## config.mk

```make
export PLATFORM = sky130hd
export DESIGN_NAME = min_extract_queue_unit
export DESIGN_NICKNAME = d
export VERILOG_FILES = /design/src/rtl/mxq_pkg.sv /design/src/rtl/mxq_cell.sv /design/src/rtl/mxq_ctrl.sv /design/src/rtl/min_extract_queue_unit.sv
export SDC_FILE = /design/constraint.sdc
export NUM_CORES = 1
export LEC_CHECK = 0
export ABC_AREA = 1
export BUFFER_PORTS_ARGS = -buffer_cell sky130_fd_sc_hd__buf_2
export CAP_MARGIN = 20
export CELL_PAD_IN_SITES_DETAIL_PLACEMENT = 2
export CELL_PAD_IN_SITES_GLOBAL_PLACEMENT = 2
export CORE_MARGIN = 2
export CORE_UTILIZATION = 35
export DETAILED_ROUTE_END_ITERATION = 8
export GPL_ROUTABILITY_DRIVEN = 0
export MAX_ROUTING_LAYER = met4
export PLACE_DENSITY = 0.76
export SETUP_SLACK_MARGIN = 0.15
export SLEW_MARGIN = 15
export SYNTH_ARGS = -nofsm -noshare
export SYNTH_HDL_FRONTEND = slang
export SYNTH_HIERARCHICAL = 1
export SYNTH_SLANG_ARGS = --single-unit
```

## constraint.sdc

```tcl
create_clock -name i_clk -period 7.01 [get_ports i_clk]
set_input_delay 1.0515 -clock i_clk [delete_from_list [all_inputs] [get_ports i_clk]]
set_output_delay 1.0515 -clock i_clk [all_outputs]
set_load 0.005 [all_outputs]
```

## src/rtl/mxq_pkg.sv

```systemverilog
// mxq_pkg: shared types and constants for the min-extract queue.
// No dependencies; used by every module in rtl/.
`timescale 1ns / 1ps

package mxq_pkg;

    localparam int CAPACITY_DEF    = 16;
    localparam int VALUE_WIDTH_DEF = 16;
    localparam int FIELD_W         = 16;
    localparam int COUNT_W         = 5;

    typedef enum logic [1:0] {
        MODE_APPEND = 2'd0,
        MODE_PUSH   = 2'd1,
        MODE_REMOVE = 2'd2,
        MODE_QUERY  = 2'd3
    } t_mode;

    typedef enum logic [1:0] {
        CELL_HOLD,
        CELL_APPEND,
        CELL_PUSH,
        CELL_REMOVE
    } t_cell_op;

    typedef enum logic [2:0] {
        ST_IDLE,
        ST_FIND,
        ST_REMOVE,
        ST_SCAN,
        ST_RESULT
    } t_state;

    typedef struct packed {
        t_mode                     mode;
        logic signed [FIELD_W-1:0] value;
    } t_in_word;

    typedef struct packed {
        logic signed [FIELD_W-1:0] front_value;
        logic signed [FIELD_W-1:0] min_value;
        logic [COUNT_W-1:0]        count;
        logic                      empty_res;
        logic                      dropped;
    } t_out_word;

endpackage

```

## src/rtl/mxq_cell.sv

```systemverilog
// mxq_cell: one slot of the queue plus one stage of the running-minimum chain.
// Depends on mxq_pkg.
`timescale 1ns / 1ps

module mxq_cell #(
    parameter int INDEX       = 0,
    parameter int CAPACITY    = mxq_pkg::CAPACITY_DEF,
    parameter int VALUE_WIDTH = mxq_pkg::VALUE_WIDTH_DEF
) (
    input  logic                          i_clk,
    input  logic                          i_rst_n,
    input  mxq_pkg::t_cell_op             i_op,
    input  logic [$clog2(CAPACITY+1)-1:0] i_count,
    input  logic [$clog2(CAPACITY)-1:0]   i_kill_idx,
    input  logic signed [VALUE_WIDTH-1:0] i_new_val,
    input  logic signed [VALUE_WIDTH-1:0] i_left_val,
    input  logic signed [VALUE_WIDTH-1:0] i_right_val,
    input  logic                          i_prev_any,
    input  logic signed [VALUE_WIDTH-1:0] i_prev_val,
    input  logic [$clog2(CAPACITY)-1:0]   i_prev_idx,
    output logic signed [VALUE_WIDTH-1:0] o_entry,
    output logic                          o_run_any,
    output logic signed [VALUE_WIDTH-1:0] o_run_val,
    output logic [$clog2(CAPACITY)-1:0]   o_run_idx
);

    localparam int IW = $clog2(CAPACITY);
    localparam int CW = $clog2(CAPACITY+1);

    logic signed [VALUE_WIDTH-1:0] r_entry;
    logic signed [VALUE_WIDTH-1:0] n_entry;
    logic                          r_run_any;
    logic signed [VALUE_WIDTH-1:0] r_run_val;
    logic [IW-1:0]                 r_run_idx;
    logic                          occupied;
    logic                          take_own;

    assign occupied = CW'(INDEX) < i_count;

    always_comb begin
        n_entry = r_entry;
        case (i_op)
            mxq_pkg::CELL_APPEND: begin
                if (CW'(INDEX) == i_count) begin
                    n_entry = i_new_val;
                end
            end
            mxq_pkg::CELL_PUSH: begin
                n_entry = i_left_val;
            end
            mxq_pkg::CELL_REMOVE: begin
                if (IW'(INDEX) >= i_kill_idx) begin
                    n_entry = i_right_val;
                end
            end
            default: begin
                n_entry = r_entry;
            end
        endcase
    end

    // strict less-than keeps the earliest of tied minima
    assign take_own = occupied && (!i_prev_any || (r_entry < i_prev_val));

    always_ff @(posedge i_clk) begin
        r_entry <= n_entry;
        if (take_own) begin
            r_run_val <= r_entry;
            r_run_idx <= IW'(INDEX);
        end else begin
            r_run_val <= i_prev_val;
            r_run_idx <= i_prev_idx;
        end
    end

    always_ff @(posedge i_clk) begin
        if (!i_rst_n) begin
            r_run_any <= 1'b0;
        end else begin
            r_run_any <= i_prev_any || occupied;
        end
    end

    assign o_entry   = r_entry;
    assign o_run_any = r_run_any;
    assign o_run_val = r_run_val;
    assign o_run_idx = r_run_idx;

endmodule

```

## src/rtl/mxq_ctrl.sv

```systemverilog
// mxq_ctrl: operation sequencer, fill count and result register.
// Depends on mxq_pkg; drives the cell row built in the top level.
`timescale 1ns / 1ps

module mxq_ctrl #(
    parameter int CAPACITY    = mxq_pkg::CAPACITY_DEF,
    parameter int VALUE_WIDTH = mxq_pkg::VALUE_WIDTH_DEF
) (
    input  logic                          i_clk,
    input  logic                          i_rst_n,
    input  logic                          i_in_valid,
    output logic                          o_in_stall,
    input  mxq_pkg::t_in_word             i_in_word,
    output logic                          o_out_valid,
    input  logic                          i_out_stall,
    output mxq_pkg::t_out_word            o_out_word,
    output mxq_pkg::t_cell_op             o_cell_op,
    output logic [$clog2(CAPACITY+1)-1:0] o_count,
    output logic signed [VALUE_WIDTH-1:0] o_new_val,
    input  logic signed [VALUE_WIDTH-1:0] i_front_val,
    input  logic                          i_min_any,
    input  logic signed [VALUE_WIDTH-1:0] i_min_val
);

    localparam int CW = $clog2(CAPACITY+1);

    mxq_pkg::t_state    r_state;
    mxq_pkg::t_state    n_state;
    logic [CW-1:0]      r_count;
    logic [CW-1:0]      n_count;
    logic [CW-1:0]      r_scan_cnt;
    logic [CW-1:0]      n_scan_cnt;
    logic               r_drop;
    logic               n_drop;
    mxq_pkg::t_out_word r_out;
    mxq_pkg::t_out_word n_out;
    logic               in_acc;
    logic               full;
    logic               scan_done;
    logic signed [63:0] new_ext;
    logic [63:0]        front_ext;
    logic [63:0]        min_ext;
    logic [63:0]        count_ext;

    assign in_acc    = i_in_valid && (r_state == mxq_pkg::ST_IDLE);
    assign full      = r_count == CW'(CAPACITY);
    // the scan counter runs from 0 up to CAPACITY: cell 0 must first see the updated entry
    assign scan_done = r_scan_cnt == CW'(CAPACITY);

    assign new_ext   = 64'($signed(i_in_word.value));
    assign o_new_val = new_ext[VALUE_WIDTH-1:0];

    // next state
    always_comb begin
        n_state = r_state;
        case (r_state)
            mxq_pkg::ST_IDLE: begin
                if (in_acc) begin
                    if (i_in_word.mode == mxq_pkg::MODE_REMOVE && r_count != '0) begin
                        n_state = mxq_pkg::ST_FIND;
                    end else begin
                        n_state = mxq_pkg::ST_SCAN;
                    end
                end
            end
            mxq_pkg::ST_FIND: begin
                if (scan_done) begin
                    n_state = mxq_pkg::ST_REMOVE;
                end
            end
            mxq_pkg::ST_REMOVE: begin
                n_state = mxq_pkg::ST_SCAN;
            end
            mxq_pkg::ST_SCAN: begin
                if (scan_done) begin
                    n_state = mxq_pkg::ST_RESULT;
                end
            end
            mxq_pkg::ST_RESULT: begin
                if (!i_out_stall) begin
                    n_state = mxq_pkg::ST_IDLE;
                end
            end
            default: begin
                n_state = mxq_pkg::ST_IDLE;
            end
        endcase
    end

    // outputs and datapath updates
    always_comb begin
        o_cell_op  = mxq_pkg::CELL_HOLD;
        n_count    = r_count;
        n_drop     = r_drop;
        n_scan_cnt = '0;
        case (r_state)
            mxq_pkg::ST_IDLE: begin
                if (in_acc) begin
                    n_drop = 1'b0;
                    if (i_in_word.mode == mxq_pkg::MODE_APPEND ||
                        i_in_word.mode == mxq_pkg::MODE_PUSH) begin
                        if (full) begin
                            n_drop = 1'b1;
                        end else begin
                            o_cell_op = (i_in_word.mode == mxq_pkg::MODE_APPEND) ?
                                        mxq_pkg::CELL_APPEND : mxq_pkg::CELL_PUSH;
                            n_count   = r_count + CW'(1);
                        end
                    end
                end
            end
            mxq_pkg::ST_FIND, mxq_pkg::ST_SCAN: begin
                n_scan_cnt = scan_done ? '0 : r_scan_cnt + CW'(1);
            end
            mxq_pkg::ST_REMOVE: begin
                o_cell_op = mxq_pkg::CELL_REMOVE;
                n_count   = r_count - CW'(1);
            end
            default: begin
                o_cell_op = mxq_pkg::CELL_HOLD;
            end
        endcase
    end

    // result word; stored values are reported zero-extended from the low field bits
    assign front_ext = 64'($unsigned(i_front_val));
    assign min_ext   = 64'($unsigned(i_min_val));
    assign count_ext = 64'(r_count);

    always_comb begin
        n_out.front_value = (r_count != '0) ? front_ext[mxq_pkg::FIELD_W-1:0] : '0;
        n_out.min_value   = i_min_any ? min_ext[mxq_pkg::FIELD_W-1:0] : '0;
        n_out.count       = count_ext[mxq_pkg::COUNT_W-1:0];
        n_out.empty_res   = (r_count == '0);
        n_out.dropped     = r_drop;
    end

    always_ff @(posedge i_clk) begin
        if (!i_rst_n) begin
            r_state    <= mxq_pkg::ST_IDLE;
            r_count    <= '0;
            r_scan_cnt <= '0;
            r_drop     <= 1'b0;
        end else begin
            r_state    <= n_state;
            r_count    <= n_count;
            r_scan_cnt <= n_scan_cnt;
            r_drop     <= n_drop;
        end
    end

    always_ff @(posedge i_clk) begin
        if (r_state == mxq_pkg::ST_SCAN && scan_done) begin
            r_out <= n_out;
        end
    end

    assign o_in_stall  = (r_state != mxq_pkg::ST_IDLE);
    assign o_out_valid = (r_state == mxq_pkg::ST_RESULT);
    assign o_out_word  = r_out;
    assign o_count     = r_count;

endmodule

```

## src/rtl/min_extract_queue_unit.sv

```systemverilog
// min_extract_queue_unit: top level, a row of CAPACITY queue cells plus sequencer.
// Depends on mxq_pkg, mxq_cell and mxq_ctrl.
//
//   channel  direction  handshake               word
//   in       input      i_in_valid/o_in_stall   i_in_word  (t_in_word)
//   out      output     o_out_valid/i_out_stall o_out_word (t_out_word)
//
// Append, push front and query walk the minimum chain once, in ST_SCAN, before the
// result is valid; remove on a non-empty queue walks it in ST_FIND to find the victim,
// applies the removal in ST_REMOVE and walks it again in ST_SCAN for the reported
// minimum. Each cell adds one registered compare stage to the chain.
// Reset is synchronous, active low, and leaves the queue empty.
// One word is in flight at a time; o_in_stall stays high until the result is taken.
`timescale 1ns / 1ps

module min_extract_queue_unit #(
    parameter int CAPACITY    = mxq_pkg::CAPACITY_DEF,
    parameter int VALUE_WIDTH = mxq_pkg::VALUE_WIDTH_DEF
) (
    input  logic               i_clk,
    input  logic               i_rst_n,
    input  logic               i_in_valid,
    output logic               o_in_stall,
    input  mxq_pkg::t_in_word  i_in_word,
    output logic               o_out_valid,
    input  logic               i_out_stall,
    output mxq_pkg::t_out_word o_out_word
);

    localparam int IW = $clog2(CAPACITY);
    localparam int CW = $clog2(CAPACITY+1);

    mxq_pkg::t_cell_op             cell_op;
    logic [CW-1:0]                 count;
    logic signed [VALUE_WIDTH-1:0] new_val;
    logic signed [VALUE_WIDTH-1:0] entry   [CAPACITY];
    logic                          run_any [CAPACITY];
    logic signed [VALUE_WIDTH-1:0] run_val [CAPACITY];
    logic [IW-1:0]                 run_idx [CAPACITY];

    mxq_ctrl #(
        .CAPACITY    (CAPACITY),
        .VALUE_WIDTH (VALUE_WIDTH)
    ) u_ctrl (
        .i_clk       (i_clk),
        .i_rst_n     (i_rst_n),
        .i_in_valid  (i_in_valid),
        .o_in_stall  (o_in_stall),
        .i_in_word   (i_in_word),
        .o_out_valid (o_out_valid),
        .i_out_stall (i_out_stall),
        .o_out_word  (o_out_word),
        .o_cell_op   (cell_op),
        .o_count     (count),
        .o_new_val   (new_val),
        .i_front_val (entry[0]),
        .i_min_any   (run_any[CAPACITY-1]),
        .i_min_val   (run_val[CAPACITY-1])
    );

    for (genvar g = 0; g < CAPACITY; g++) begin : g_cell
        logic signed [VALUE_WIDTH-1:0] left_val;
        logic signed [VALUE_WIDTH-1:0] right_val;
        logic                          prev_any;
        logic signed [VALUE_WIDTH-1:0] prev_val;
        logic [IW-1:0]                 prev_idx;

        if (g == 0) begin : g_head
            // push front feeds the new word in at the head
            assign left_val = new_val;
            assign prev_any = 1'b0;
            assign prev_val = '0;
            assign prev_idx = '0;
        end else begin : g_body
            assign left_val = entry[g-1];
            assign prev_any = run_any[g-1];
            assign prev_val = run_val[g-1];
            assign prev_idx = run_idx[g-1];
        end

        if (g == CAPACITY - 1) begin : g_tail
            assign right_val = entry[g];
        end else begin : g_mid
            assign right_val = entry[g+1];
        end

        mxq_cell #(
            .INDEX       (g),
            .CAPACITY    (CAPACITY),
            .VALUE_WIDTH (VALUE_WIDTH)
        ) u_cell (
            .i_clk       (i_clk),
            .i_rst_n     (i_rst_n),
            .i_op        (cell_op),
            .i_count     (count),
            .i_kill_idx  (run_idx[CAPACITY-1]),
            .i_new_val   (new_val),
            .i_left_val  (left_val),
            .i_right_val (right_val),
            .i_prev_any  (prev_any),
            .i_prev_val  (prev_val),
            .i_prev_idx  (prev_idx),
            .o_entry     (entry[g]),
            .o_run_any   (run_any[g]),
            .o_run_val   (run_val[g]),
            .o_run_idx   (run_idx[g])
        );
    end

endmodule

```

==> reports/metrics.cfg, run 1 <==
[outcome]
status=completed

[detailed_routing]
route.detailed.drc=0
drt_first_pass_iters=5
via_per_inst=5.255
detailroute.via_count=28598
postRouteAntennaNets=0
initialDrtViolationCount=1917
totalWireLength_um=121800
drt-wirelength-per-cell_um=22.37

[sta]
worst_pin_slew_ps=1083
fin_skew_ps=24.21
max_clock_freq_ghz=0.2486
setup_viol=0
final.setup.tns_ps=0
layout_worst_path_cycle_share=0.5738
post-route-worst-setup-slack_ps=2988
rsz0062_at_grt=no
report.final.hold_viol_count=0
drv_slew=0
min_period_ps=4022
slew_headroom=0.2752

[pwr]
cellInternalPower_uw=10000
power.clock.fraction=0.232
peakVddDrop_mv=0.2006
p_switching_uw=7139
power_frac_comb=0.352
reported_leakage_power_uw=0.01809
seq_power_share=0.416
powerDensity_nw_per_um2=450.6
switching_share=0.4165

[placed_design]
dpl-instance-area_um2=35500
place_ws_ps=2603
detailed_place_hpwl_um=87700
placement.io_buffers=62

[floorplanning]
io-pin-count=63
chipWidth_um=317.0
core_area_um2=96850
core.rowCount=114
floorplan.initialDensity=0.3541
die_span_in_y_um=317.0
design.die.area_um2=100500

[clock_tree]
cts_repair_resize_count=0
cts.clk_slew.worst_paths_ps=60
root_buffer_cell=clkbuf_16
clkSinkCount=645
tritoncts=done
cts_hold_buf=0
clk_latency_ps=650
postCtsSetupBuffers=0
clk_path_buf_depth=3
htree_num_levels=3
tritoncts.num_buffers=77

[global_routing]
antenna_found_initial=3
grt_max_degree=64
first_global_vias=30952
globalRoute.totalOverflow=0
groute.usage.overall=0.2494
grt_first_pass_wirelength_um=185800

[setup_path]
sort_of_element_at_the_end_of_the_critical_path=register
slowest_stage=ha_1
critical-path-max-stage-delay_ps=700
worstSetupPathType=reg -> reg
cpLargestDelayFamily=buffers and inverters
crit_path_cell_trace=inv_1, nand2_2, nor2_2, nand2_2, nor2_1, nand2_1, o21ai_4, buf_12, ha_1, nand2_1, o22ai_1, o21ai_0, inv_1
worst-path-max-fanout=43
worst_ep_arrival_time_ps=4300
start_kind=register
worst-path-buf-inv=3
critical_path_required_ps=7280

[layout]
layout-drive-gt1-share=0.09268
finish.instance_area_um2=38040
finish.utilization=0.3928
finish.net_count=4411
area.growth.synth_to_final_pct=10.93
final.fill_count=10941

[logic_synthesis]
asyncSetResetFlopFracSynth=0
yosys_register_bits=645
post_synth_num_cell_types=58
ys.flop_type=dfxtp_1
synthCells=4062
syn_avg_cell_area_um2=8.443
yosysWarningCount=6
number_of_enable_flip_flop_cells_after_synthesis=295
yosysSeqAreaShare=0.4626
netlist_area_um2=34290

[worst_hold_path]
worstHoldPathType=reg -> reg

[run]
max-cap-violations=0

kinds of logic after synthesis:
group / synth area share
compound gates: 0.08731
xor+xnor: 0.001022
fa+ha+maj: 0.1053
buf+inv: 0.08727
flops: 0.4626
mux: 0.0003283
other cells: 0.0001093
simple gates: 0.2560
per-stage QoR:
step | instances | power, uW | hold WS, ps
floorplan | 4099 | 10850 | 386.6
global placement | 5294 | 12780 | 392.1
detailed placement | 5294 | 13200 | 401.0
CTS | 5437 | 17300 | 413.1
global route | 5441 | 18450 | 433.2
finish | 5442 | 17140 | 407.7
path summary, 6_finish.rpt:
| path | startpoint | to | slack, ps | cells past startpoint |
|---|---|---|---|---|
| worst max-delay path | u_ctrl/r_state[0] | g_cell[6].u_cell/o_entry[11] | 2990 | 13 |
| worst min-delay path | g_cell[6].u_cell/o_run_idx[2] | g_cell[7].u_cell/o_run_idx[2] | 410 | 2 |
| worst max register to register | u_ctrl/r_state[0] | g_cell[6].u_cell/o_entry[11] | 2990 | 13 |
| worst min register to register | g_cell[6].u_cell/o_run_idx[2] | g_cell[7].u_cell/o_run_idx[2] | 410 | 2 |
cells in the final DEF, fill, tap and decap left out, types with 5 or more instances in the layout:
master	synthesis	final
a21boi_0	29	29
a21oi_1	114	114
a22oi_1	225	225
buf_2	34	62
buf_4	38	30
clkbuf_1	59	23
clkbuf_16	0	79
clkbuf_8	2	18
clkinv_1	2	5
clkinv_2	0	12
conb_1	1	38
dfxtp_1	350	349
edfxtp_1	295	295
ha_1	287	287
inv_1	503	503
nand2_1	1356	1356
nand2_2	78	78
nand2_4	10	10
nand3_1	326	326
nand3_2	28	28
nand3_4	11	11
nand4_1	20	20
nor2_1	113	105
nor2_2	4	12
nor3_1	9	9
nor3_2	18	18
nor4_1	5	5
o21a_1	8	8
o21ai_0	46	43
o21ai_1	12	13
Yosys cell counts, types with 3 or more instances:
cell      instances  area share
buf_6             8      0.0026
nand2_1        1356        0.15
nor3_1            9      0.0013
buf_2            34      0.0050
a21boi_1          4     0.00088
dfxtp_1         350        0.20
nor3_2           18      0.0053
inv_1           503       0.055
a21boi_0         29      0.0063
nand4_1          20      0.0036
buf_12            5      0.0029
a21oi_1         114       0.017
a22oi_1         225       0.049
xor2_1            3     0.00077
nor4_1            5     0.00091
nand2_4          10      0.0033
o21ai_0          46      0.0067
o21bai_1          4     0.00088
nand3_1         326       0.048
o21a_1            8      0.0018
nand2_8           4      0.0023
buf_1            15      0.0016
nor2_2            4     0.00073
nor2_1          113       0.012
edfxtp_1        295        0.26
nand3_4          11      0.0056
o211ai_1          3     0.00066
ha_1            287        0.10
o21ai_1          12      0.0018
nand2_2          78       0.014
clkbuf_1         59      0.0065
buf_8             9      0.0039
buf_4            38      0.0083
nand3_2          28      0.0082
sequential cells by signal, indices dropped and copies added (netlist names):
name	cells
u_ctrl/o_out_word	39
u_ctrl/r_state	3
g_cell.u_cell/o_entry	256
g_cell.u_cell/o_run_val	256
u_ctrl/r_drop	1
g_cell.u_cell/o_run_idx	64
u_ctrl/r_scan_cnt	5
u_ctrl/o_count	5
g_cell.u_cell/o_run_any	16
power by group through the flow:
stage / clock network [uW] / logic [uW] / registers, uW
finish: 3980 / 6030 / 7130
global route: 4220 / 6950 / 7270
CTS: 4070 / 6070 / 7160
detailed placement: 0 / 5980 / 7220
global placement: 0 / 5570 / 7210
floorplan: 0 / 4540 / 6310
cell type report:
cell class,instances,area [um2],share of cell area
diodes,1,2.502,0.00006578
clock buffers,120,2311,0.06075
clock inverters,23,176.4,0.004638
inverters,506,1899,0.04993
multi-input cells,2777,15620,0.4107
flip-flops and latches,645,15870,0.4171
well taps,1276,1597,0.04197
repair buffers,94,566.8,0.01490
worst reg2reg max path, stage by stage, from the launching register on:
cell and delay, ps:
dfxtp_1 360, inv_1 90, nand2_2 80, nor2_2 150, nand2_2 90, nor2_1 130, nand2_1 150, o21ai_4 580
buf_12 320, ha_1 750, nand2_1 130, o22ai_1 140, o21ai_0 120, inv_1 550
metal layers:
layer	track usage	wire length, um
met5	-	0
met4	0.08008	3440
met3	0.02674	4743
met2	0.4347	61990
met1	0.3009	51590
No activity file was read; power rests on OpenSTA's default activity.
==> run 2, diff against run 1 <==
==> constraint.sdc (replaced) <==
create_clock -name i_clk -period 4.05 [get_ports i_clk]
set_input_delay 0.6075 -clock i_clk [delete_from_list [all_inputs] [get_ports i_clk]]
set_output_delay 0.6075 -clock i_clk [all_outputs]
set_load 0.005 [all_outputs]
==> run 2 against run 1 <==
- non-clock buffer count is 20 higher
- clock power grew 76%
- largest power group unchanged
- sequential share of layout area decreased by 0.20 points
- worst setup slack got worse by 2400 ps
- register-to-register slack worse by 2400 ps
- critical path depth did not move
==> reports/metrics.cfg, run 2 (same netlist as run 1, synthesis figures left out) <==
[sta]
layout_worst_path_cycle_share=0.8648  ; +0.2910
drv_slew=0  ; unchanged
final.setup.tns_ps=0  ; unchanged
report.final.hold_viol_count=0  ; unchanged
rsz0062_at_grt=no
min_period_ps=3502  ; -519.8 ps
worst_pin_slew_ps=1116  ; +33.19 ps
setup_viol=0  ; unchanged
fin_skew_ps=24.04  ; -0.1703 ps
slew_headroom=0.2530  ; -0.02221
max_clock_freq_ghz=0.2855  ; +15%

[detailed_routing]
drt-wirelength-per-cell_um=21.97  ; -1.8%
detailroute.via_count=28741  ; +0.50%
route.detailed.drc=0  ; unchanged
postRouteAntennaNets=0  ; unchanged
drt_first_pass_iters=5  ; unchanged
initialDrtViolationCount=1791  ; -6.6%
via_per_inst=5.260  ; about the same
totalWireLength_um=120100  ; -1.4%

[setup_path]
worst_ep_arrival_time_ps=4000  ; -300 ps
start_kind=register
setup.reg_to_reg.worst_slack_ps=550  ; -2440 ps
worst_r2r_path_depth=13  ; unchanged
cp-startpoint=u_ctrl/r_state[1]
critical_path_required_ps=4550  ; -2730 ps
worstSetupPathType=reg -> reg
sort_of_element_at_the_end_of_the_critical_path=register
worst-path-max-fanout=63  ; +47%
crit-reg2reg-launch=u_ctrl/r_state[1]
endpoint=g_cell[3].u_cell/o_entry[10]
timing.rr.end=g_cell[3].u_cell/o_entry[10]

[clock_tree]
root_buffer_cell=clkbuf_16
clk_path_buf_depth=3  ; unchanged
clk_latency_ps=650  ; about the same
cts.clk_slew.worst_paths_ps=60  ; about the same
cts_hold_buf=0  ; unchanged
tritoncts=done
postCtsSetupBuffers=0  ; unchanged
clkSinkCount=645  ; unchanged
tritoncts.num_buffers=78  ; +1.3%
cts_repair_resize_count=0  ; unchanged
htree_num_levels=3  ; unchanged

[layout]
mostFrequentLayoutCells=nand2_1 (1356), inv_1 (503), dfxtp_1 (349)
final.fill_count=10838  ; -0.94%
finish.instance_area_um2=38220  ; +0.48%
layout-drive-gt1-share=0.09503  ; +0.002356
leading_cell_type_in_the_layout_fill_and_taps_excluded=nand2_1
finish.net_count=4432  ; +0.48%
area.growth.synth_to_final_pct=11.46
antenna-diode-count=0  ; -1

[worst_hold_path]
worstHoldPathType=in -> reg
number_of_cells_traversed_by_the_worst_hold_path=3  ; +1
hold_path_startpoint=i_out_stall

[global_routing]
grt_max_degree=64  ; unchanged
globalRoute.totalOverflow=0  ; unchanged
antenna_found_initial=0  ; -3
grt_first_pass_wirelength_um=185200  ; -0.32%
groute.usage.overall=0.2471  ; -0.002246
first_global_vias=31292  ; +1.1%

[placed_design]
detailed_place_hpwl_um=86250  ; -1.7%
placement.io_buffers=62  ; unchanged
dpl-instance-area_um2=35620  ; +0.32%

[floorplanning]
floorplan.initialDensity=0.3541  ; unchanged
core_area_um2=96850  ; unchanged
core.rowCount=114  ; unchanged
design.die.area_um2=100500  ; unchanged
die_span_in_y_um=317.0  ; unchanged
chipWidth_um=317.0  ; unchanged
io-pin-count=63  ; unchanged

[pwr]
peakVddDrop_mv=0.3500  ; +74%
powerDensity_nw_per_um2=777.3  ; +73%
reported_leakage_power_uw=0.01819  ; +0.52%

[outcome]
status=completed

[run]
max-cap-violations=0  ; unchanged

## run 2: worst min-delay path by stage
stage	to
2_1_floorplan	g_cell[11].u_cell/o_run_idx[0]
3_3_place_gp	g_cell[10].u_cell/o_run_idx[1]
3_5_place_dp	g_cell[9].u_cell/o_run_idx[3]
4_1_cts	u_ctrl/r_state[2]
5_1_grt	u_ctrl/r_state[2]
6_report	u_ctrl/r_state[2]
## run 2: routing by layer
metal / global-route usage / part of all wire
met5: - / 0
met1: 0.2925 / 0.42
met3: 0.02602 / 0.031
met4: 0.07472 / 0.029
met2: 0.4400 / 0.52
## run 2: final cells by class
cell class / instances / area [um2] / share of cell area
multi-input combinational: 2777 / 15610 / 0.4084
clock buffer: 119 / 2291 / 0.05993
inverter: 506 / 1899 / 0.04969
tap: 1276 / 1597 / 0.04177
timing repair buffer: 114 / 725.7 / 0.01899
sequential: 645 / 15870 / 0.4151
clock inverter: 27 / 235.2 / 0.006154
## run 2: power by group
group / switching, uW / internal, uW / total, uW / leakage, uW
clock network: 2920 / 4100 / 7020 / 0.00122
logic: 6800 / 3650 / 10500 / 0.0113
registers: 2560 / 9680 / 12200 / 0.00570
## run 2: through the flow
step             util  hold slack, ps  setup WS [ps]  instances  total power [uW]
3_3_place_gp   0.3678           390.9          675.5       5308             22000
4_1_cts        0.3938           208.2          494.1       5454             30000
6_report       0.3947           251.6          547.6       5464             29710
2_1_floorplan       -           386.6          362.1       4099             18780
5_1_grt        0.3947           233.2          268.4       5464             31980
3_5_place_dp   0.3678           401.1          531.6       5308             22720
## run 2: critical path, cell delays in order (launching register included)
cell and delay, ps:
dfxtp_1 360, inv_1 90, nand2_2 70, nor2_2 130, nand2_2 90, nor2_1 100
nand2_1 150, o21ai_4 180, buf_12 330, inv_1 90, ha_1 440, nor2_1 940
a22oi_1 190, nand2_1 160
